`config.mk`:
```
export PLATFORM = sky130hd
export DESIGN_NAME = knob_cursor_navigator_top
export DESIGN_NICKNAME = d
export VERILOG_FILES = /design/src/sv/ksn_pkg.sv /design/src/sv/ksn_div.sv /design/src/sv/ksn_dp.sv /design/src/sv/ksn_ctrl.sv /design/src/sv/knob_cursor_navigator_top.sv
export SDC_FILE = /design/constraint.sdc
export NUM_CORES = 1
export LEC_CHECK = 0
export BUFFER_PORTS_ARGS = -buffer_cell sky130_fd_sc_hd__clkbuf_2
export CAP_MARGIN = 20
export CORE_UTILIZATION = 47
export DETAILED_ROUTE_END_ITERATION = 8
export PLACE_DENSITY = 0.7
export SYNTH_ARGS = -nofsm -noshare
export SYNTH_HDL_FRONTEND = slang
export SYNTH_HIERARCHICAL = 1
export SYNTH_SLANG_ARGS = --single-unit
export TNS_END_PERCENT = 30
```
`constraint.sdc`:
```
create_clock -name clk -period 5.83 [get_ports clk]
set_clock_uncertainty 0.15 [all_clocks]
set_input_delay 0.8745 -clock clk [delete_from_list [all_inputs] [get_ports clk]]
set_output_delay 0.8745 -clock clk [all_outputs]
set_load 0.005 [all_outputs]
```
`src/sv/ksn_pkg.sv`:
```
// Shared types, codes and constants of the knob cursor navigator.
package ksn_pkg;

    // Default width of the stored timestamps.
    localparam int TIME_WIDTH_DEF = 32;

    // Configuration port.
    localparam int CFG_IDX_W  = 3;
    localparam int CFG_DATA_W = 16;

    localparam logic [CFG_IDX_W-1:0] REG_ITEM_COUNT    = 3'd0;
    localparam logic [CFG_IDX_W-1:0] REG_START_INDEX   = 3'd1;
    localparam logic [CFG_IDX_W-1:0] REG_STEP_THRESH   = 3'd2;
    localparam logic [CFG_IDX_W-1:0] REG_VEL_DIVISOR   = 3'd3;
    localparam logic [CFG_IDX_W-1:0] REG_MAX_STEP      = 3'd4;
    localparam logic [CFG_IDX_W-1:0] REG_EDGE_ZONE     = 3'd5;
    localparam logic [CFG_IDX_W-1:0] REG_REPEAT_DELAY  = 3'd6;
    localparam logic [CFG_IDX_W-1:0] REG_REPEAT_TICK   = 3'd7;

    // Opcodes of an input transaction.
    localparam logic [1:0] OP_UPDATE   = 2'd0;
    localparam logic [1:0] OP_REANCHOR = 2'd1;
    localparam logic [1:0] OP_HOLD     = 2'd2;

    // Outcome of the first evaluation step of an item.
    localparam logic [1:0] EV_DONE   = 2'd0;
    localparam logic [1:0] EV_DWELL  = 2'd1;
    localparam logic [1:0] EV_TRAVEL = 2'd2;

    // Operand selection of the shared divider.
    localparam logic [1:0] DSEL_DWELL = 2'd0;
    localparam logic [1:0] DSEL_VEL   = 2'd1;
    localparam logic [1:0] DSEL_STEP  = 2'd2;

    // Quotient bits produced by the divider; every quotient used is below 128.
    localparam int QW = 7;

    typedef struct packed {
        logic       load;
        logic       eval;
        logic       dchk;
        logic       div_start;
        logic [1:0] div_sel;
        logic       dstep;
        logic       vel;
        logic       mul;
        logic       move;
        logic       out_load;
    } ksn_cmd_t;

    typedef struct packed {
        logic [1:0] eval_res;
        logic       dwell_go;
        logic       dwell_sat;
        logic       div_busy;
    } ksn_sts_t;

endpackage

```
`src/sv/ksn_div.sv`:
```
// Shared restoring divider producing a seven-bit quotient, one bit per cycle.
module ksn_div
    import ksn_pkg::*;
#(
    parameter int TIME_WIDTH = TIME_WIDTH_DEF
)
(
    input  logic                  clk,
    input  logic                  rst_n,
    input  logic                  start,
    input  logic [TIME_WIDTH-1:0] dividend,
    input  logic [15:0]           divisor,
    output logic                  busy,
    output logic [QW-1:0]         quot,
    output logic [QW-1:0]         rem_lo
);

    localparam int SW    = 16 + QW - 1;
    localparam int CW    = (TIME_WIDTH > SW + 1) ? TIME_WIDTH : SW + 1;
    localparam int CNT_W = $clog2(QW);

    logic [TIME_WIDTH-1:0] rem_reg;
    logic [SW-1:0]         dsh_reg;
    logic [QW-1:0]         q_reg;
    logic [CNT_W-1:0]      cnt_reg;
    logic                  busy_reg;

    logic [CW-1:0] rem_ext;
    logic [CW-1:0] dsh_ext;
    logic [CW-1:0] diff;
    logic          ge;

    assign rem_ext = CW'(rem_reg);
    assign dsh_ext = CW'(dsh_reg);
    assign ge      = rem_ext >= dsh_ext;
    assign diff    = rem_ext - dsh_ext;

    always_ff @(posedge clk or negedge rst_n)
    begin
        if (!rst_n)
        begin
            busy_reg <= 1'b0;
            cnt_reg  <= '0;
        end
        else if (start)
        begin
            busy_reg <= 1'b1;
            cnt_reg  <= CNT_W'(QW - 1);
        end
        else if (busy_reg)
        begin
            if (cnt_reg == '0)
            begin
                busy_reg <= 1'b0;
            end
            else
            begin
                cnt_reg <= cnt_reg - 1'b1;
            end
        end
    end

    always_ff @(posedge clk)
    begin
        if (start)
        begin
            rem_reg <= dividend;
            dsh_reg <= {divisor, (QW - 1)'(0)};
            q_reg   <= '0;
        end
        else if (busy_reg)
        begin
            if (ge)
            begin
                rem_reg <= diff[TIME_WIDTH-1:0];
            end
            q_reg   <= {q_reg[QW-2:0], ge};
            dsh_reg <= dsh_reg >> 1;
        end
    end

    assign busy   = busy_reg;
    assign quot   = q_reg;
    assign rem_lo = rem_reg[QW-1:0];

endmodule

```
`src/sv/ksn_dp.sv`:
```
// Datapath of the knob cursor navigator: registers, cursor arithmetic and divider.
module ksn_dp
    import ksn_pkg::*;
#(
    parameter int TIME_WIDTH = TIME_WIDTH_DEF
)
(
    input  logic                  clk,
    input  logic                  rst_n,
    input  logic                  cfg_wr_en,
    input  logic [CFG_IDX_W-1:0]  cfg_index,
    input  logic [CFG_DATA_W-1:0] cfg_wdata,
    input  logic [1:0]            in_opcode,
    input  logic [7:0]            in_pot,
    input  logic [31:0]           in_now,
    input  logic [31:0]           in_hold,
    input  ksn_cmd_t              cmd,
    output ksn_sts_t              sts,
    output logic [7:0]            out_cursor,
    output logic                  out_edge,
    output logic                  out_hold
);

    localparam int TW = TIME_WIDTH;
    localparam int CW = (TW > 16 + QW) ? TW : 16 + QW;

    // Configuration registers.
    logic [7:0]  item_count_reg;
    logic [6:0]  step_thr_reg;
    logic [6:0]  vel_div_reg;
    logic [6:0]  max_step_reg;
    logic [6:0]  edge_zone_reg;
    logic [15:0] rep_delay_reg;
    logic [15:0] rep_tick_reg;

    // Architectural state.
    logic [7:0]        cursor_reg;
    logic [7:0]        anchor_reg;
    logic signed [7:0] acc_reg;
    logic [TW-1:0]     edge_start_reg;
    logic [TW-1:0]     last_upd_reg;
    logic [TW-1:0]     hold_until_reg;

    // Captured item and working registers.
    logic [1:0]    op_reg;
    logic [7:0]    pot_reg;
    logic [TW-1:0] now_reg;
    logic [TW-1:0] holdlen_reg;
    logic [TW-1:0] dwell_reg;
    logic          is_dwell_reg;
    logic          down_reg;
    logic [6:0]    abs_t_reg;
    logic [6:0]    vel_reg;
    logic [13:0]   mag_reg;
    logic [7:0]    out_cursor_reg;
    logic          out_edge_reg;
    logic          out_hold_reg;

    // Effective values: a zero register acts as one.
    logic [7:0]  count_eff;
    logic [7:0]  hi;
    logic [6:0]  thr_eff;
    logic [6:0]  vdiv_eff;
    logic [6:0]  maxs_eff;
    logic [15:0] tick_eff;

    assign count_eff = (item_count_reg == '0) ? 8'd1 : item_count_reg;
    assign hi        = count_eff - 8'd1;
    assign thr_eff   = (step_thr_reg == '0) ? 7'd1 : step_thr_reg;
    assign vdiv_eff  = (vel_div_reg == '0) ? 7'd1 : vel_div_reg;
    assign maxs_eff  = (max_step_reg == '0) ? 7'd1 : max_step_reg;
    assign tick_eff  = (rep_tick_reg == '0) ? 16'd1 : rep_tick_reg;

    // Per-sample delta; jumps of half a turn or more count as no movement.
    logic [8:0]        dv_raw;
    logic              dv_ok;
    logic signed [7:0] dv;
    logic [7:0]        neg_dv;
    logic [6:0]        abs_dv;
    logic signed [8:0] t_sum;
    logic signed [7:0] t_clamp;
    logic [7:0]        neg_t;
    logic [6:0]        abs_t;

    assign dv_raw = {1'b0, pot_reg} - {1'b0, anchor_reg};
    assign dv_ok  = (dv_raw[8:7] == 2'b00) || ((dv_raw[8:7] == 2'b11) && (dv_raw[6:0] != '0));
    assign dv     = dv_ok ? dv_raw[7:0] : 8'sd0;
    assign neg_dv = 8'd0 - dv;
    assign abs_dv = dv[7] ? neg_dv[6:0] : dv[6:0];
    assign t_sum  = {acc_reg[7], acc_reg} + {dv[7], dv};

    always_comb
    begin
        if (t_sum > 9'sd127)
        begin
            t_clamp = 8'sd127;
        end
        else if (t_sum < -9'sd127)
        begin
            t_clamp = -8'sd127;
        end
        else
        begin
            t_clamp = t_sum[7:0];
        end
    end

    assign neg_t = 8'd0 - t_clamp;
    assign abs_t = t_clamp[7] ? neg_t[6:0] : t_clamp[6:0];

    // Edge zone and dwell.
    logic [7:0]    zone8;
    logic          left;
    logic          right;
    logic          edge_hit;
    logic [TW-1:0] dwell_calc;
    logic          upd_hold;
    logic          upd_first;
    logic          es_zero;
    logic [TW-1:0] hold_sum;
    logic [1:0]    eval_res;

    assign zone8      = {1'b0, edge_zone_reg};
    assign left       = pot_reg <= zone8;
    assign right      = pot_reg >= (8'd255 - zone8);
    assign edge_hit   = left || right;
    assign dwell_calc = (now_reg >= edge_start_reg) ? (now_reg - edge_start_reg) : '0;
    assign upd_hold   = hold_until_reg != '0;
    assign upd_first  = last_upd_reg == '0;
    assign es_zero    = edge_start_reg == '0;
    assign hold_sum   = now_reg + holdlen_reg;

    always_comb
    begin
        eval_res = EV_DONE;
        if ((op_reg == OP_UPDATE) && !upd_hold && !upd_first)
        begin
            if (edge_hit && !es_zero)
            begin
                eval_res = EV_DWELL;
            end
            else if (edge_hit && (now_reg != '0))
            begin
                eval_res = EV_DONE;
            end
            else
            begin
                eval_res = EV_TRAVEL;
            end
        end
    end

    // Shared divider and its operand selection.
    logic [TW-1:0]  div_dividend;
    logic [15:0]    div_divisor;
    logic           div_busy;
    logic [QW-1:0]  div_q;
    logic [QW-1:0]  div_rem;

    always_comb
    begin
        case (cmd.div_sel)
            DSEL_VEL:
            begin
                div_dividend = TW'(abs_dv);
                div_divisor  = {9'd0, vdiv_eff};
            end
            DSEL_STEP:
            begin
                div_dividend = TW'(abs_t_reg);
                div_divisor  = {9'd0, thr_eff};
            end
            default:
            begin
                div_dividend = dwell_reg;
                div_divisor  = tick_eff;
            end
        endcase
    end

    ksn_div #(
        .TIME_WIDTH (TIME_WIDTH)
    ) u_div (
        .clk      (clk),
        .rst_n    (rst_n),
        .start    (cmd.div_start),
        .dividend (div_dividend),
        .divisor  (div_divisor),
        .busy     (div_busy),
        .quot     (div_q),
        .rem_lo   (div_rem)
    );

    // Velocity multiplier and repeat step.
    logic [7:0]  q_plus1;
    logic [6:0]  vel_next;
    logic [13:0] dstep_mag;

    assign q_plus1  = {1'b0, div_q} + 8'd1;
    assign vel_next = (q_plus1 > {1'b0, maxs_eff}) ? maxs_eff : q_plus1[6:0];

    always_comb
    begin
        if (div_q == '0)
        begin
            dstep_mag = '0;
        end
        else if (div_q >= maxs_eff)
        begin
            dstep_mag = 14'(maxs_eff);
        end
        else
        begin
            dstep_mag = 14'(q_plus1);
        end
    end

    // Saturating cursor move.
    logic [14:0] up_sum;
    logic [7:0]  up_res;
    logic [7:0]  down_res;
    logic [7:0]  cfg_count;
    logic [7:0]  rem_neg;

    assign up_sum    = {7'd0, cursor_reg} + {1'b0, mag_reg};
    assign up_res    = (up_sum > {7'd0, hi}) ? hi : up_sum[7:0];
    assign down_res  = ({6'd0, cursor_reg} < mag_reg) ? 8'd0 : (cursor_reg - mag_reg[7:0]);
    assign cfg_count = (cfg_wdata[7:0] == '0) ? 8'd1 : cfg_wdata[7:0];
    assign rem_neg   = 8'd0 - {1'b0, div_rem};

    always_ff @(posedge clk or negedge rst_n)
    begin
        if (!rst_n)
        begin
            item_count_reg <= 8'd1;
            step_thr_reg   <= 7'd4;
            vel_div_reg    <= 7'd6;
            max_step_reg   <= 7'd8;
            edge_zone_reg  <= 7'd4;
            rep_delay_reg  <= 16'd400;
            rep_tick_reg   <= 16'd80;
            cursor_reg     <= '0;
            anchor_reg     <= '0;
            acc_reg        <= '0;
            edge_start_reg <= '0;
            last_upd_reg   <= '0;
            hold_until_reg <= '0;
        end
        else if (cfg_wr_en)
        begin
            unique case (cfg_index)
                REG_ITEM_COUNT:
                begin
                    item_count_reg <= cfg_wdata[7:0];
                    if (cursor_reg >= cfg_count)
                    begin
                        cursor_reg <= cfg_count - 8'd1;
                    end
                end
                REG_START_INDEX:
                begin
                    cursor_reg <= (cfg_wdata[7:0] >= count_eff) ? hi : cfg_wdata[7:0];
                end
                REG_STEP_THRESH:  step_thr_reg  <= cfg_wdata[6:0];
                REG_VEL_DIVISOR:  vel_div_reg   <= cfg_wdata[6:0];
                REG_MAX_STEP:     max_step_reg  <= cfg_wdata[6:0];
                REG_EDGE_ZONE:    edge_zone_reg <= cfg_wdata[6:0];
                REG_REPEAT_DELAY: rep_delay_reg <= cfg_wdata;
                REG_REPEAT_TICK:  rep_tick_reg  <= cfg_wdata;
                default:          ;
            endcase
        end
        else if (cmd.eval)
        begin
            case (op_reg)
                OP_UPDATE:
                begin
                    last_upd_reg <= now_reg;
                    anchor_reg   <= pot_reg;
                    if (upd_hold)
                    begin
                        if (now_reg >= hold_until_reg)
                        begin
                            hold_until_reg <= '0;
                        end
                        acc_reg        <= '0;
                        edge_start_reg <= '0;
                    end
                    else if (upd_first)
                    begin
                        edge_start_reg <= '0;
                    end
                    else
                    begin
                        if (!edge_hit)
                        begin
                            edge_start_reg <= '0;
                        end
                        else if (es_zero)
                        begin
                            edge_start_reg <= now_reg;
                        end
                        if (eval_res == EV_TRAVEL)
                        begin
                            acc_reg <= t_clamp;
                        end
                    end
                end
                OP_REANCHOR:
                begin
                    anchor_reg     <= pot_reg;
                    acc_reg        <= '0;
                    edge_start_reg <= '0;
                    hold_until_reg <= '0;
                end
                OP_HOLD:
                begin
                    anchor_reg     <= pot_reg;
                    acc_reg        <= '0;
                    edge_start_reg <= '0;
                    last_upd_reg   <= now_reg;
                    hold_until_reg <= (holdlen_reg != '0) ? hold_sum : '0;
                end
                default: ;
            endcase
        end
        else if (cmd.mul)
        begin
            // The remainder keeps the sign of the travel.
            acc_reg <= acc_reg[7] ? rem_neg : {1'b0, div_rem};
        end
        else if (cmd.move)
        begin
            cursor_reg <= down_reg ? down_res : up_res;
            if (is_dwell_reg && (mag_reg != '0))
            begin
                acc_reg <= '0;
            end
        end
    end

    always_ff @(posedge clk)
    begin
        if (cmd.load)
        begin
            op_reg      <= in_opcode;
            pot_reg     <= in_pot;
            now_reg     <= TW'(in_now);
            holdlen_reg <= TW'(in_hold);
        end
        if (cmd.eval)
        begin
            dwell_reg    <= dwell_calc;
            down_reg     <= left;
            is_dwell_reg <= eval_res == EV_DWELL;
            abs_t_reg    <= abs_t;
        end
        if (cmd.dchk)
        begin
            mag_reg <= sts.dwell_sat ? 14'(maxs_eff) : '0;
        end
        if (cmd.dstep)
        begin
            mag_reg <= dstep_mag;
        end
        if (cmd.vel)
        begin
            vel_reg <= vel_next;
        end
        if (cmd.mul)
        begin
            mag_reg  <= 14'(div_q) * 14'(vel_reg);
            down_reg <= acc_reg[7];
        end
        if (cmd.out_load)
        begin
            out_cursor_reg <= cursor_reg;
            out_edge_reg   <= edge_start_reg != '0;
            out_hold_reg   <= hold_until_reg != '0;
        end
    end

    assign sts.eval_res  = eval_res;
    assign sts.dwell_go  = dwell_reg >= TW'(rep_delay_reg);
    assign sts.dwell_sat = CW'(dwell_reg) >= CW'({tick_eff, QW'(0)});
    assign sts.div_busy  = div_busy;

    assign out_cursor = out_cursor_reg;
    assign out_edge   = out_edge_reg;
    assign out_hold   = out_hold_reg;

    // The cursor never leaves the menu.
    a_cursor_in_range: assert property (@(posedge clk) disable iff (!rst_n)
        cursor_reg <= hi)
        else $error("cursor beyond last menu entry");

    // Travel stays clamped to plus or minus 127.
    a_acc_clamped: assert property (@(posedge clk) disable iff (!rst_n)
        acc_reg != -8'sd128)
        else $error("travel accumulator left its clamp range");

    // An auto-repeat move discards accumulated travel.
    a_repeat_clears_acc: assert property (@(posedge clk) disable iff (!rst_n)
        (cmd.move && is_dwell_reg && (mag_reg != '0) && !cfg_wr_en) |=> (acc_reg == '0))
        else $error("travel kept after an edge repeat");

endmodule

```
`src/sv/ksn_ctrl.sv`:
```
// Sequencing state machine and stream handshakes of the knob cursor navigator.
module ksn_ctrl
    import ksn_pkg::*;
(
    input  logic     clk,
    input  logic     rst_n,
    input  logic     s_tvalid,
    output logic     s_tready,
    output logic     m_tvalid,
    input  logic     m_tready,
    input  ksn_sts_t sts,
    output ksn_cmd_t cmd
);

    localparam logic [3:0] S_IDLE  = 4'd0;
    localparam logic [3:0] S_EVAL  = 4'd1;
    localparam logic [3:0] S_DCHK  = 4'd2;
    localparam logic [3:0] S_DIVT  = 4'd3;
    localparam logic [3:0] S_DSTEP = 4'd4;
    localparam logic [3:0] S_DIVV  = 4'd5;
    localparam logic [3:0] S_VEL   = 4'd6;
    localparam logic [3:0] S_DIVQ  = 4'd7;
    localparam logic [3:0] S_MUL   = 4'd8;
    localparam logic [3:0] S_MOVE  = 4'd9;
    localparam logic [3:0] S_FIN   = 4'd10;

    logic [3:0] state_reg;
    logic [3:0] state_next;
    logic       out_valid_reg;
    logic       out_free;

    assign out_free = !out_valid_reg || m_tready;

    always_comb
    begin
        cmd         = '0;
        cmd.div_sel = DSEL_DWELL;
        state_next  = state_reg;
        unique case (state_reg)
            S_IDLE:
            begin
                if (s_tvalid)
                begin
                    cmd.load   = 1'b1;
                    state_next = S_EVAL;
                end
            end
            S_EVAL:
            begin
                cmd.eval = 1'b1;
                case (sts.eval_res)
                    EV_DWELL:
                    begin
                        state_next = S_DCHK;
                    end
                    EV_TRAVEL:
                    begin
                        cmd.div_start = 1'b1;
                        cmd.div_sel   = DSEL_VEL;
                        state_next    = S_DIVV;
                    end
                    default:
                    begin
                        state_next = S_FIN;
                    end
                endcase
            end
            S_DCHK:
            begin
                cmd.dchk = 1'b1;
                if (!sts.dwell_go)
                begin
                    state_next = S_FIN;
                end
                else if (sts.dwell_sat)
                begin
                    state_next = S_MOVE;
                end
                else
                begin
                    cmd.div_start = 1'b1;
                    cmd.div_sel   = DSEL_DWELL;
                    state_next    = S_DIVT;
                end
            end
            S_DIVT:
            begin
                if (!sts.div_busy)
                begin
                    state_next = S_DSTEP;
                end
            end
            S_DSTEP:
            begin
                cmd.dstep  = 1'b1;
                state_next = S_MOVE;
            end
            S_DIVV:
            begin
                if (!sts.div_busy)
                begin
                    state_next = S_VEL;
                end
            end
            S_VEL:
            begin
                cmd.vel       = 1'b1;
                cmd.div_start = 1'b1;
                cmd.div_sel   = DSEL_STEP;
                state_next    = S_DIVQ;
            end
            S_DIVQ:
            begin
                if (!sts.div_busy)
                begin
                    state_next = S_MUL;
                end
            end
            S_MUL:
            begin
                cmd.mul    = 1'b1;
                state_next = S_MOVE;
            end
            S_MOVE:
            begin
                cmd.move   = 1'b1;
                state_next = S_FIN;
            end
            S_FIN:
            begin
                if (out_free)
                begin
                    cmd.out_load = 1'b1;
                    state_next   = S_IDLE;
                end
            end
            default:
            begin
                state_next = S_IDLE;
            end
        endcase
    end

    always_ff @(posedge clk or negedge rst_n)
    begin
        if (!rst_n)
        begin
            state_reg     <= S_IDLE;
            out_valid_reg <= 1'b0;
        end
        else
        begin
            state_reg <= state_next;
            if (cmd.out_load)
            begin
                out_valid_reg <= 1'b1;
            end
            else if (m_tready)
            begin
                out_valid_reg <= 1'b0;
            end
        end
    end

    assign s_tready = state_reg == S_IDLE;
    assign m_tvalid = out_valid_reg;

    // The divider is only restarted once its previous quotient is complete.
    a_div_idle_on_start: assert property (@(posedge clk) disable iff (!rst_n)
        cmd.div_start |-> !sts.div_busy)
        else $error("divider restarted while busy");

    // At most one datapath operation per cycle.
    a_cmd_exclusive: assert property (@(posedge clk) disable iff (!rst_n)
        $onehot0({cmd.load, cmd.eval, cmd.dchk, cmd.dstep, cmd.vel, cmd.mul, cmd.move,
                  cmd.out_load}))
        else $error("conflicting datapath commands");

    // A finished item always reaches the output register.
    a_result_presented: assert property (@(posedge clk) disable iff (!rst_n)
        ((state_reg == S_FIN) && out_free) |=> out_valid_reg)
        else $error("result lost at the output register");

endmodule

```
`src/sv/knob_cursor_navigator_top.sv`:
```
// Top level of the knob cursor navigator: stream ports, configuration port and wiring.
//
// The block turns timestamped potentiometer samples into a menu cursor. Each input
// transaction yields exactly one output transaction carrying the cursor and the
// edge-dwell and hold flags after that item. Items are handled one at a time: a
// re-anchor, a hold, an unused opcode or an update that only seeds state goes from
// evaluation straight to the result; an edge dwell update adds a dwell check and, when
// it repeats, a move, and an ordinary travel update adds two divides, a multiply and a
// move. The shared restoring divider produces one quotient bit per cycle and is used
// twice by a travel update (velocity, then whole steps and remainder), at most once
// by an auto-repeat (dwell ticks). The finished result sits in an output register, so
// the next transaction is accepted while the previous result still waits to be taken.
// Timestamps are held TIME_WIDTH bits wide; now_ms and hold_ms are truncated or
// zero-extended to that width, and hold windows wrap modulo two to that power.
// Configuration is written through cfg_wr_en, cfg_index and cfg_wdata and must only
// be written while no transaction is in flight. Reset loads the configuration defaults
// and clears the cursor, travel and timing state; no clearing pass is needed.
module knob_cursor_navigator_top
    import ksn_pkg::*;
#(
    parameter int TIME_WIDTH = TIME_WIDTH_DEF
)
(
    input  logic                  clk,
    input  logic                  rst_n,
    input  logic                  cfg_wr_en,
    input  logic [CFG_IDX_W-1:0]  cfg_index,
    input  logic [CFG_DATA_W-1:0] cfg_wdata,
    input  logic                  s_tvalid,
    output logic                  s_tready,
    input  logic [71:0]           s_tdata,   // pot_sample[7:0], now_ms[39:8], hold_ms[71:40]
    input  logic [1:0]            s_tuser,   // opcode[1:0]
    output logic                  m_tvalid,
    input  logic                  m_tready,
    output logic [15:0]           m_tdata    // cursor_index[7:0], edge_dwell_active[8],
                                             // hold_active[9], zero[15:10]
);

    ksn_cmd_t   cmd;
    ksn_sts_t   sts;
    logic [7:0] cursor_index;
    logic       edge_dwell_active;
    logic       hold_active;

    // The controller owns both handshakes and sequences the datapath.
    ksn_ctrl u_ctrl (
        .clk      (clk),
        .rst_n    (rst_n),
        .s_tvalid (s_tvalid),
        .s_tready (s_tready),
        .m_tvalid (m_tvalid),
        .m_tready (m_tready),
        .sts      (sts),
        .cmd      (cmd)
    );

    // The datapath captures the item on the load command and holds the result register.
    ksn_dp #(
        .TIME_WIDTH (TIME_WIDTH)
    ) u_dp (
        .clk        (clk),
        .rst_n      (rst_n),
        .cfg_wr_en  (cfg_wr_en),
        .cfg_index  (cfg_index),
        .cfg_wdata  (cfg_wdata),
        .in_opcode  (s_tuser),
        .in_pot     (s_tdata[7:0]),
        .in_now     (s_tdata[39:8]),
        .in_hold    (s_tdata[71:40]),
        .cmd        (cmd),
        .sts        (sts),
        .out_cursor (cursor_index),
        .out_edge   (edge_dwell_active),
        .out_hold   (hold_active)
    );

    assign m_tdata = {6'd0, hold_active, edge_dwell_active, cursor_index};

endmodule
```
Word-level counts from Yosys, hierarchy flattened
Cells that the tools add are included.
{"block": "totals", "mem_bits_rw": 0, "reg_bits": 404, "memories": 0, "mem_bits_ro": 0, "latchBits": 0, "wordCells": 258}
{"block": "op_classes", "mul": 1, "order_cmp": 15, "bitwise_logic": 1, "n_mux": 89, "n_reduce_logical": 63, "div": 0, "n_shift": 0, "add_sub_neg": 15, "n_eq_ne": 40}
{"cell": "32-bit 2-to-1 mux", "n": 10}
{"cell": "8-bit 2-to-1 mux", "n": 23}
{"cell": "32-bit case mux with 2 select lines", "n": 2}
{"cell": "32-bit nonzero test", "n": 4}
{"cell": "32-bit case mux with 3 select lines", "n": 1}
{"cell": "32-bit >= comparator", "n": 2}
{"cell": "32-bit zero test", "n": 2}
{"cell": "14-bit 2-to-1 mux", "n": 4}
{"cell": "7-bit 2-to-1 mux", "n": 7}
{"cell": "22-bit 2-to-1 mux", "n": 2}
{"cell": "4-bit case mux with 10 select lines", "n": 1}
{"cell": "32-bit adder", "n": 1}
{"cell": "32-bit by 16-bit >= comparator with 1-bit output", "n": 1}
{"cell": "32-bit by 22-bit >= comparator with 1-bit output", "n": 1}
{"cell": "32-bit by 23-bit >= comparator with 1-bit output", "n": 1}
{"cell": "16-bit case mux with 2 select lines", "n": 1}
{"cell": "8-bit case mux with 2 select lines", "n": 2}
{"cell": "32-bit by 22-bit subtractor with 32-bit output", "n": 1}
{"cell": "32-bit subtractor", "n": 1}
{"cell": "7-bit zero test", "n": 4}
{"cell": "4-bit 2-to-1 mux", "n": 7}
{"cell": "8-bit >= comparator", "n": 3}
{"cell": "3-bit 2-to-1 mux", "n": 6}
{"cell": "2-bit AND reduction", "n": 9}
{"cell": "57 further kinds", "n": 128}

Depth between registers and ports, before layout
Gate-level depths: netlist of the first run.
{"block": "logic_depth", "ltp_word": 14, "ltp_mapped": 28, "mapped_depth_nobuf": 28}

Hierarchy
The synthesis of the first run kept the hierarchy.
{"module": "ksn_dp", "cells_each": 2503, "instances": 1, "area_per_inst_um2": 23963.0}
{"module": "ksn_div", "cells_each": 521, "instances": 1, "area_per_inst_um2": 4529.3}
{"module": "ksn_ctrl", "cells_each": 67, "instances": 1, "area_per_inst_um2": 485.5}
{"module": "knob_cursor_navigator_top", "cells_each": 9, "instances": 1, "area_per_inst_um2": 63.8}

Least setup slack after synthesis of the first run
Ideal clock, no wire load.
{"block": "synth_path", "path_type": "register -> register", "from": "register u_dp.pot_reg[0]", "to": "register u_dp.abs_t_reg[6] (data pin)", "arrival_ns": 5.296, "setup_slack_ns": 0.119, "required_ns": 5.415, "period_less_slack_ns": 5.711, "setup_time_ns": 0.265, "path_stages_with_launch": 29, "path_cell_list": "edfxtp_1 > inv_1 > ha_1 > inv_1 > fa_1 > a21o_1 > a21oi_2 > o21ai_1 > o41ai_4 > o31ai_4 > o21a_1 > nor2_1 > ha_1 > inv_1 > fa_1 > nand2b_1 > a21oi_1 > o31a_1 > nor3_1 > mux2_2 > o21a_2 > or3_1 > inv_1 > ha_1 > o2111ai_1 > nor2_1 > nand2_1 > a21oi_1 > a211oi_1"}
{"block": "synth_between", "elab_chain_cells": 11}
{"item": "start: declaration", "line": "ksn_dp.sv:46", "rtl": "logic [7:0] pot_reg;"}
{"item": "start signal: assignment", "line": "ksn_dp.sv:347", "rtl": "pot_reg <= in_pot;"}
{"item": "8-bit by 8-bit subtractor with 9-bit output (*)", "line": "ksn_dp.sv:85", "rtl": "assign dv_raw = {1'b0, pot_reg} - {1'b0, anchor_reg};"}
{"item": "7-bit nonzero test / 2-bit == test (equally long branches)", "line": "ksn_dp.sv:86", "rtl": "assign dv_ok = (dv_raw[8:7] == 2'b00) || ((dv_raw[8:7] == 2'b11) && (dv_raw[6:0] != '0));"}
{"item": "1-bit logical AND", "line": "ksn_dp.sv:86"}
{"item": "1-bit logical OR", "line": "ksn_dp.sv:86"}
{"item": "8-bit 2-to-1 mux (*)", "line": "ksn_dp.sv:87", "rtl": "assign dv = dv_ok ? dv_raw[7:0] : 8'sd0;"}
{"item": "8-bit by 8-bit adder with 9-bit output (*)", "line": "ksn_dp.sv:90", "rtl": "assign t_sum = {acc_reg[7], acc_reg} + {dv[7], dv};"}
{"item": "9-bit by 8-bit less-than comparator with 1-bit output", "line": "ksn_dp.sv:98", "rtl": "else if (t_sum < -9'sd127)"}
{"item": "8-bit 2-to-1 mux", "line": "ksn_dp.sv:98"}
{"item": "8-bit 2-to-1 mux (*)", "line": "ksn_dp.sv:94", "rtl": "if (t_sum > 9'sd127)"}
{"item": "1-bit by 7-bit subtractor with 7-bit output", "line": "ksn_dp.sv:108", "rtl": "assign neg_t = 8'd0 - t_clamp;"}
{"item": "7-bit 2-to-1 mux (*)", "line": "ksn_dp.sv:109", "rtl": "assign abs_t = t_clamp[7] ? neg_t[6:0] : t_clamp[6:0];"}
{"item": "via u_dp.abs_t[6]", "line": "ksn_dp.sv:83", "rtl": "logic [6:0] abs_t;"}
{"item": "end signal: assignment", "line": "ksn_dp.sv:356", "rtl": "abs_t_reg <= abs_t;"}
{"item": "end: declaration", "line": "ksn_dp.sv:52", "rtl": "logic [6:0] abs_t_reg;"}
The timed path passes the listed nets; every way through them passes the cells marked *.
A chain may end at the register's enable or synchronous reset.

Final worst setup path of the first run
Ends and elaborated chain as after synthesis.

==> results.cfg, run 1 <==
[status]
status = finished, final reports clean

[global_route]
grt_pass1_vias = 22600
grt_first_pass_wirelength_mm = 118
gr-total-overflow = 0
largest_net_degree_at_the_start_of_global_routing = 104
gr-usage-all-layers_pct = 23.2
antenna_violations_before_repair = 0

[power]
total_power_uw = 16900
p_leak_uw = 0.0138
vdd_ir_drop_max_uv = 430
cellPowerDensity_nw_per_um2 = 524

[setup_path]
setup.worst_path.start_class = register
crit_path_start = u_dp/pot_reg[0]
arrival_time_at_the_worst_endpoint_ns = 5.68
maximum_fanout_along_the_worst_path = 4
reg2reg_setup_slack_ns = 0.32
reg2reg_from = u_dp/pot_reg[0]
required_ns = 6.01
r2r_end = u_dp/abs_t_reg[6]
timing_worst_setup_path_type = register to register
ff2ff_path_depth = 27
timing.critical_path.to_type = register
endpoint = u_dp/abs_t_reg[6]

[synthesis]
yosysWarningCount = 6
yosysSeqAreaShare_pct = 38.0
yosysTopAreaCell = edfxtp_1
postSynthRegisterBits = 404
synth_edf_count = 194
synth_cell_type_count = 117
avgSynthCellArea_um2 = 9.37
synthCells = 3100
ys_async_sr_fraction_pct = 48.8
synth_top_area_share_pct = 20.1
yosys-top-cells-area = edfxtp_1 20%, dfrtp_1 16%, ha_1 12%
synthesis.area_um2 = 29000
dominantRegCellSynth = edfxtp_1

[final_layout]
flow.area_growth_from_synthesis_pct = 10.9
mostFrequentLayoutCells = 320 x inv_1, 290 x nand2_1, 278 x ha_1
layout.cells.most_common = inv_1
final_area_um2 = 32200
antenna_cells_inserted = 0
post_route_insts_no_fill = 4015
post_route_cells_drive_above_1_share_pct = 11.9
final_net_count = 3604

[timing]
worst_slew_pin_slew_ns = 1.13
setup_slack_ns = 0.323
slew_headroom_pct = 24.3
clock.fmax_mhz = 182
timing_max_transition_violations_final = 0
final-setup-viol-count = 0
hold_viol_final = 0
final.min_clock_period_ns = 5.51
timing.final.crit_share_pct = 94.5

[placement]
io_buffer_count = 109
dp_cells = 3918
place_congestion = 0.902
post-dp-hpwl_mm = 55.9
dpl_worst_slack_ns = -0.0554
place_area_um2 = 30400

[clock_network]
cts_made_buffers = 47
cts_sinks = 404
worst_skew_pair.late_latency_ns = 0.61
clock_tree_from_tritoncts = built
cts.clk_slew.worst_paths_ns = 0.06
htreeDepth = 2
cts.path.max_buffers = 3
quantity_of_hold_fixing_buffers_added_after_cts = 0
cts.root.buffer_cell = clkbuf_16

[floorplan]
core.rowCount = 90
ios = 116
core_um2 = 60700
die-height_um = 251
die_w_um = 251
die_area_um2 = 62800
initial_utilization_pct = 47.8

[job]
max-cap-violations = 0

[routing]
dr.first_iter.drc_count = 1705
ant_nets = 0
post_drt_via_cell_ratio = 5.81
via_count_of_the_routed_design = 23300
drc_errors = 0
detailedRoute.firstPassIterationCount = 6
detail_route.wirelength_mm = 73.5
wl_per_cell_um = 18.3

[min_path]
hold_class = input pin to asynchronous set/reset pin
-- worst min-delay path by stage --
stage                            to  slack [ns]  depth (start not counted)
5_1_grt        u_dp/holdlen_reg[19]        0.26                          1
6_report            u_dp/acc_reg[7]        0.23                          1
4_1_cts             u_dp/acc_reg[7]        0.25                          1
3_3_place_gp    u_dp/vel_div_reg[0]        0.31                          2
2_1_floorplan   u_dp/vel_div_reg[0]        0.29                          2
3_5_place_dp    u_dp/vel_div_reg[0]        0.32                          2
-- cells in the mapped netlist, drive strengths merged (27+ instances only) --
cell	number
inv	321
nand2	290
ha	281
edfxtp	194
a21oi	192
o21ai	187
dfrtp	186
nor2	166
clkbuf	82
and2	67
mux2	67
xnor2	67
a21o	66
nor4	61
nor3	59
o31ai	58
nand3	56
xor2	40
buf	39
nand4	36
nor2b	35
o21a	34
a31oi	31
fa	31
nand2b	30
a211oi	27
a22o	27
mux2i	27
-- critical path, cell delays in order (launching register included) --
cell and delay [ns]:
edfxtp_1 0.39, inv_2 0.08, ha_1 0.16, inv_1 0.06, fa_2 0.34, a21o_1 0.19
a21oi_4 0.19, o21ai_2 0.10, o41ai_4 0.31, buf_4 0.19, a21o_1 0.16, o21a_1 0.21
nor2b_1 0.08, ha_1 0.27, a21o_1 0.21, a211o_1 0.31, a21oi_1 0.17, xnor2_1 0.19
nor3_2 0.09, o21a_2 0.23, or3_1 0.37, inv_1 0.07, ha_2 0.18, o2111ai_2 0.12
nor2_2 0.15, nand2_1 0.06, a21oi_1 0.14, a211oi_1 0.07
-- power by group --
part / total [µW] / switching [µW] / internal (µW)
Sequential: 5020 / 868 / 4150
Combinational: 8740 / 4980 / 3750
Clock: 3120 / 1280 / 1840
-- metal layers --
layer / part of all wire (%) / vias to the layer above / global-route usage, %
met3: 5.3 / 128 / 3.69
met5: 0 / - / 0
met4: 3.1 / 0 / 7.31
met1: 45 / 11200 / 30.8
li1: - / 11400 / -
met2: 47 / 583 / 38.9
-- area by class of cell --
type / instances / area (µm²)
Fill cell: 5442 / 28500
Clock buffer: 59 / 1270
Timing Repair Buffer: 161 / 985
Tap cell: 782 / 978
Clock inverter: 29 / 367
Multi-Input combinational cell: 2257 / 16400
Sequential cell: 404 / 11000
Inverter: 323 / 1210
-- cell families after synthesis --
group	after synthesis	synth area share [%]
fa+ha+maj	312	14.2
xor+xnor	107	3.23
other cells	1	0.0129
simple gates	914	15.7
mux	94	3.61
buf+inv	444	6.08
flops	404	38.0
compound gates	824	19.1
-- per-stage QoR --
stage	hold slack, ns	setup TNS [ns]	util (%)
after floorplan	0.295	0	-
after global placement	0.309	0	50.1
after detailed placement	0.319	-0.0554	50.1
after CTS	0.250	0	52.8
after global routing	0.262	-0.0256	53.1
final	0.233	0	53.1
-- what timing repair did --
action,4_1_cts,5_1_grt
buffers inserted,1,5
resized for setup,3,17
pin swaps,1,8
setup endpoints to repair,1,4
Note: power is estimated with default switching activity, not from simulation.
==> inputs of run 2 (changes only) <==
--- a/config.mk
+++ b/config.mk
@@ -9,9 +9,8 @@
 export CAP_MARGIN = 20
 export CORE_UTILIZATION = 47
 export DETAILED_ROUTE_END_ITERATION = 8
-export PLACE_DENSITY = 0.7
+export PLACE_DENSITY = 0.67
 export SYNTH_ARGS = -nofsm -noshare
 export SYNTH_HDL_FRONTEND = slang
-export SYNTH_HIERARCHICAL = 1
 export SYNTH_SLANG_ARGS = --single-unit
 export TNS_END_PERCENT = 30
==> constraint.sdc (replaced) <==
create_clock -name clk -period 7.1 [get_ports clk]
set_clock_uncertainty 0.15 [all_clocks]
set_input_delay 1.065 -clock clk [delete_from_list [all_inputs] [get_ports clk]]
set_output_delay 1.065 -clock clk [all_outputs]
set_load 0.005 [all_outputs]
==> results.cfg, run 2 <==
[setup_path]
maximum_fanout_along_the_worst_path = 9
reg2reg_setup_slack_ns = 0.40
required_ns = 7.41
timing.critical_path.to_type = register
setup.worst_path.start_class = register
arrival_time_at_the_worst_endpoint_ns = 7.01
timing_worst_setup_path_type = register to register

[floorplan]
die_area_um2 = 60000
die-height_um = 245
ios = 116
die_w_um = 245
initial_utilization_pct = 47.8
core_um2 = 58000
core.rowCount = 88

[final_layout]
flow.area_growth_from_synthesis_pct = 10.7
antenna_cells_inserted = 0
sequential_cell_area_um2 = 11000
multi_input_comb_area_um2 = 15300
mostFrequentLayoutCells = 278 x ha_1, 261 x inv_1, 206 x nand2_1
layout.cells.most_common = ha_1
fillerInstances = 5165
post_route_cells_drive_above_1_share_pct = 11.5
final_net_count = 3372
utilization_pct = 52.9

[min_path]
hold_class = input pin to asynchronous set/reset pin

[synthesis]
synthMostInstantiatedCell = ha_1
yosys-top-cells-area = edfxtp_1 21%, dfrtp_1 17%, ha_1 13%
synth_edf_count = 194
synthCells = 2885
yosysSeqAreaShare_pct = 39.8
synth_cell_type_count = 93
yosysTopAreaCell = edfxtp_1
synth_top_area_share_pct = 21.0
ys_async_sr_fraction_pct = 48.8
yosysWarningCount = 0
postSynthRegisterBits = 404
synthesis.area_um2 = 27700
synth_common_cells = 279 x ha_1, 261 x inv_1, 207 x nand2_1
dominantRegCellSynth = edfxtp_1
avgSynthCellArea_um2 = 9.61

[routing]
ant_nets = 0
wl_per_cell_um = 19.9
dr.first_iter.drc_count = 1418
detail_route.wirelength_mm = 75.0
detailedRoute.firstPassIterationCount = 5
drc_errors = 0
via_count_of_the_routed_design = 22300
post_drt_via_cell_ratio = 5.91

[global_route]
gr-usage-all-layers_pct = 25.3
grt_first_pass_wirelength_mm = 120
grt_pass1_vias = 22200
largest_net_degree_at_the_start_of_global_routing = 140
antenna_violations_before_repair = 0
gr-total-overflow = 0

[timing]
clock.fmax_mhz = 149
timing.final.crit_share_pct = 94.4
setup_repair_after_global_routing_missed_its_margin = false
slew_headroom_pct = 29.9
final.min_clock_period_ns = 6.70
hold_viol_final = 0
worst_slew_pin_slew_ns = 1.05
final-setup-viol-count = 0
fin_tns_setup_ns = 0
timing_max_transition_violations_final = 0

[clock_network]
cts_sinks = 404
cts.clk_slew.worst_paths_ns = 0.07
clock_tree_from_tritoncts = built
cts_made_buffers = 47
htreeDepth = 2
cts.path.max_buffers = 3
quantity_of_hold_fixing_buffers_added_after_cts = 0
cts.root.buffer_cell = clkbuf_16
worst_skew_pair.late_latency_ns = 0.61

[placement]
place_congestion = 0.954
io_buffer_count = 109
post-dp-hpwl_mm = 57.3

[power]
p_leak_uw = 0.0130
vdd_ir_drop_max_uv = 323
cellPowerDensity_nw_per_um2 = 456
seqPwrFrac_pct = 30.8
share_clk_of_total_power_pct = 18.3
comb_power_share_pct = 50.9
power.net_switching_uw = 6010
internal-power_uw = 8000
net_switching_fraction_of_the_power_pct = 42.9

[status]
status = finished, final reports clean

[job]
max-cap-violations = 0
## run 2: power by group through the flow
stage	logic [µW]	clock network (µW)	registers (µW)
floorplan	5510	0	3930
global placement	6810	0	4320
detailed placement	7000	0	4350
CTS	7060	2620	4310
global route	7990	2710	4410
finish	7120	2560	4320
## run 2: worst max-delay path, cell delays in order (launching register included)
cell and delay (ns):
edfxtp_1 0.39, inv_1 0.12, ha_1 0.17, inv_1 0.05, fa_1 0.42, xnor2_1 0.44, nand3b_1 0.17, or3_1 0.43
nor3_1 0.36, nor3_4 0.11, nor2_1 0.40, or2_1 0.20, inv_1 0.05, ha_1 0.21, inv_1 0.08, fa_1 0.25
nor2b_4 0.06, o31a_1 0.30, o21a_1 0.23, o31ai_4 0.30, nand2_2 0.11, o31ai_4 0.48, o21a_1 0.17, ha_1 0.22
o211ai_4 0.12, or4b_1 0.48, nand3_1 0.09
## run 2: what timing repair did
item / 4_1_cts / 5_1_grt
hold endpoints to repair: 0 / 0
setup buffers: 0 / 0
gates resized for setup: 0 / 2
setup endpoints to repair: 0 / 1
## run 2: layout make-up
cell class	instances	share of cell area, %
repair buffers	134	2.53
flip-flops and latches	404	35.9
multi-input cells	2116	49.9
well taps	765	3.12
clock buffers	61	4.24
clock inverters	27	1.11
inverters	261	3.19
## run 2: kinds of logic after synthesis
kind of cell    after synthesis  synth area share (%)
simple gates                871                  15.8
compound gates              718                  17.0
flops                       404                  39.8
buf+inv                     370                  5.25
fa+ha+maj                   310                  14.8
xor+xnor                    122                  3.85
mux                          89                  3.51
other cells                   1                0.0135
## run 2: metal layers
| metal | GRT usage (%) | wire length [µm] | vias to the layer above | share of wire (%) |
|---|---|---|---|---|
| li1 | - | - | 10600 | - |
| met1 | 31.4 | 31400 | 10800 | 42 |
| met2 | 43.5 | 36300 | 682 | 48 |
| met3 | 2.84 | 3480 | 190 | 4.6 |
| met4 | 12.8 | 3780 | 0 | 5.0 |
| met5 | 0 | 0 | - | 0 |
## run 2: final timing paths
| kind | cells after the start | from | end |
|---|---|---|---|
| hold reg to reg | 2 | u_dp.rep_delay_reg[7] | u_dp.rep_delay_reg[7] |
| max in group asynchronous | 2 | rst_n | u_dp.edge_start_reg[28] |
| setup reg to reg | 26 | u_dp.pot_reg[0] | u_dp.abs_t_reg[6] |
| setup / recovery | 26 | u_dp.pot_reg[0] | u_dp.abs_t_reg[6] |
| hold / removal | 1 | rst_n | u_dp.item_count_reg[6] |
| min in group clk | 2 | u_dp.rep_delay_reg[7] | u_dp.rep_delay_reg[7] |
## run 2: stage by stage
| step | instances | setup slack, ns | instance area [µm²] | power, µW | hold slack (ns) |
|---|---|---|---|---|---|
| finish | 3768 | 0.399 | 30700 | 14000 | 0.288 |
| global route | 3768 | 0.00499 | 30700 | 15100 | 0.313 |
| floorplan | 2890 | 1.29 | 27800 | 9440 | 0.295 |
| detailed placement | 3677 | 0.530 | 29000 | 11300 | 0.329 |
| CTS | 3765 | 0.471 | 30700 | 14000 | 0.306 |
| global placement | 3675 | 0.631 | 29000 | 11100 | 0.317 |
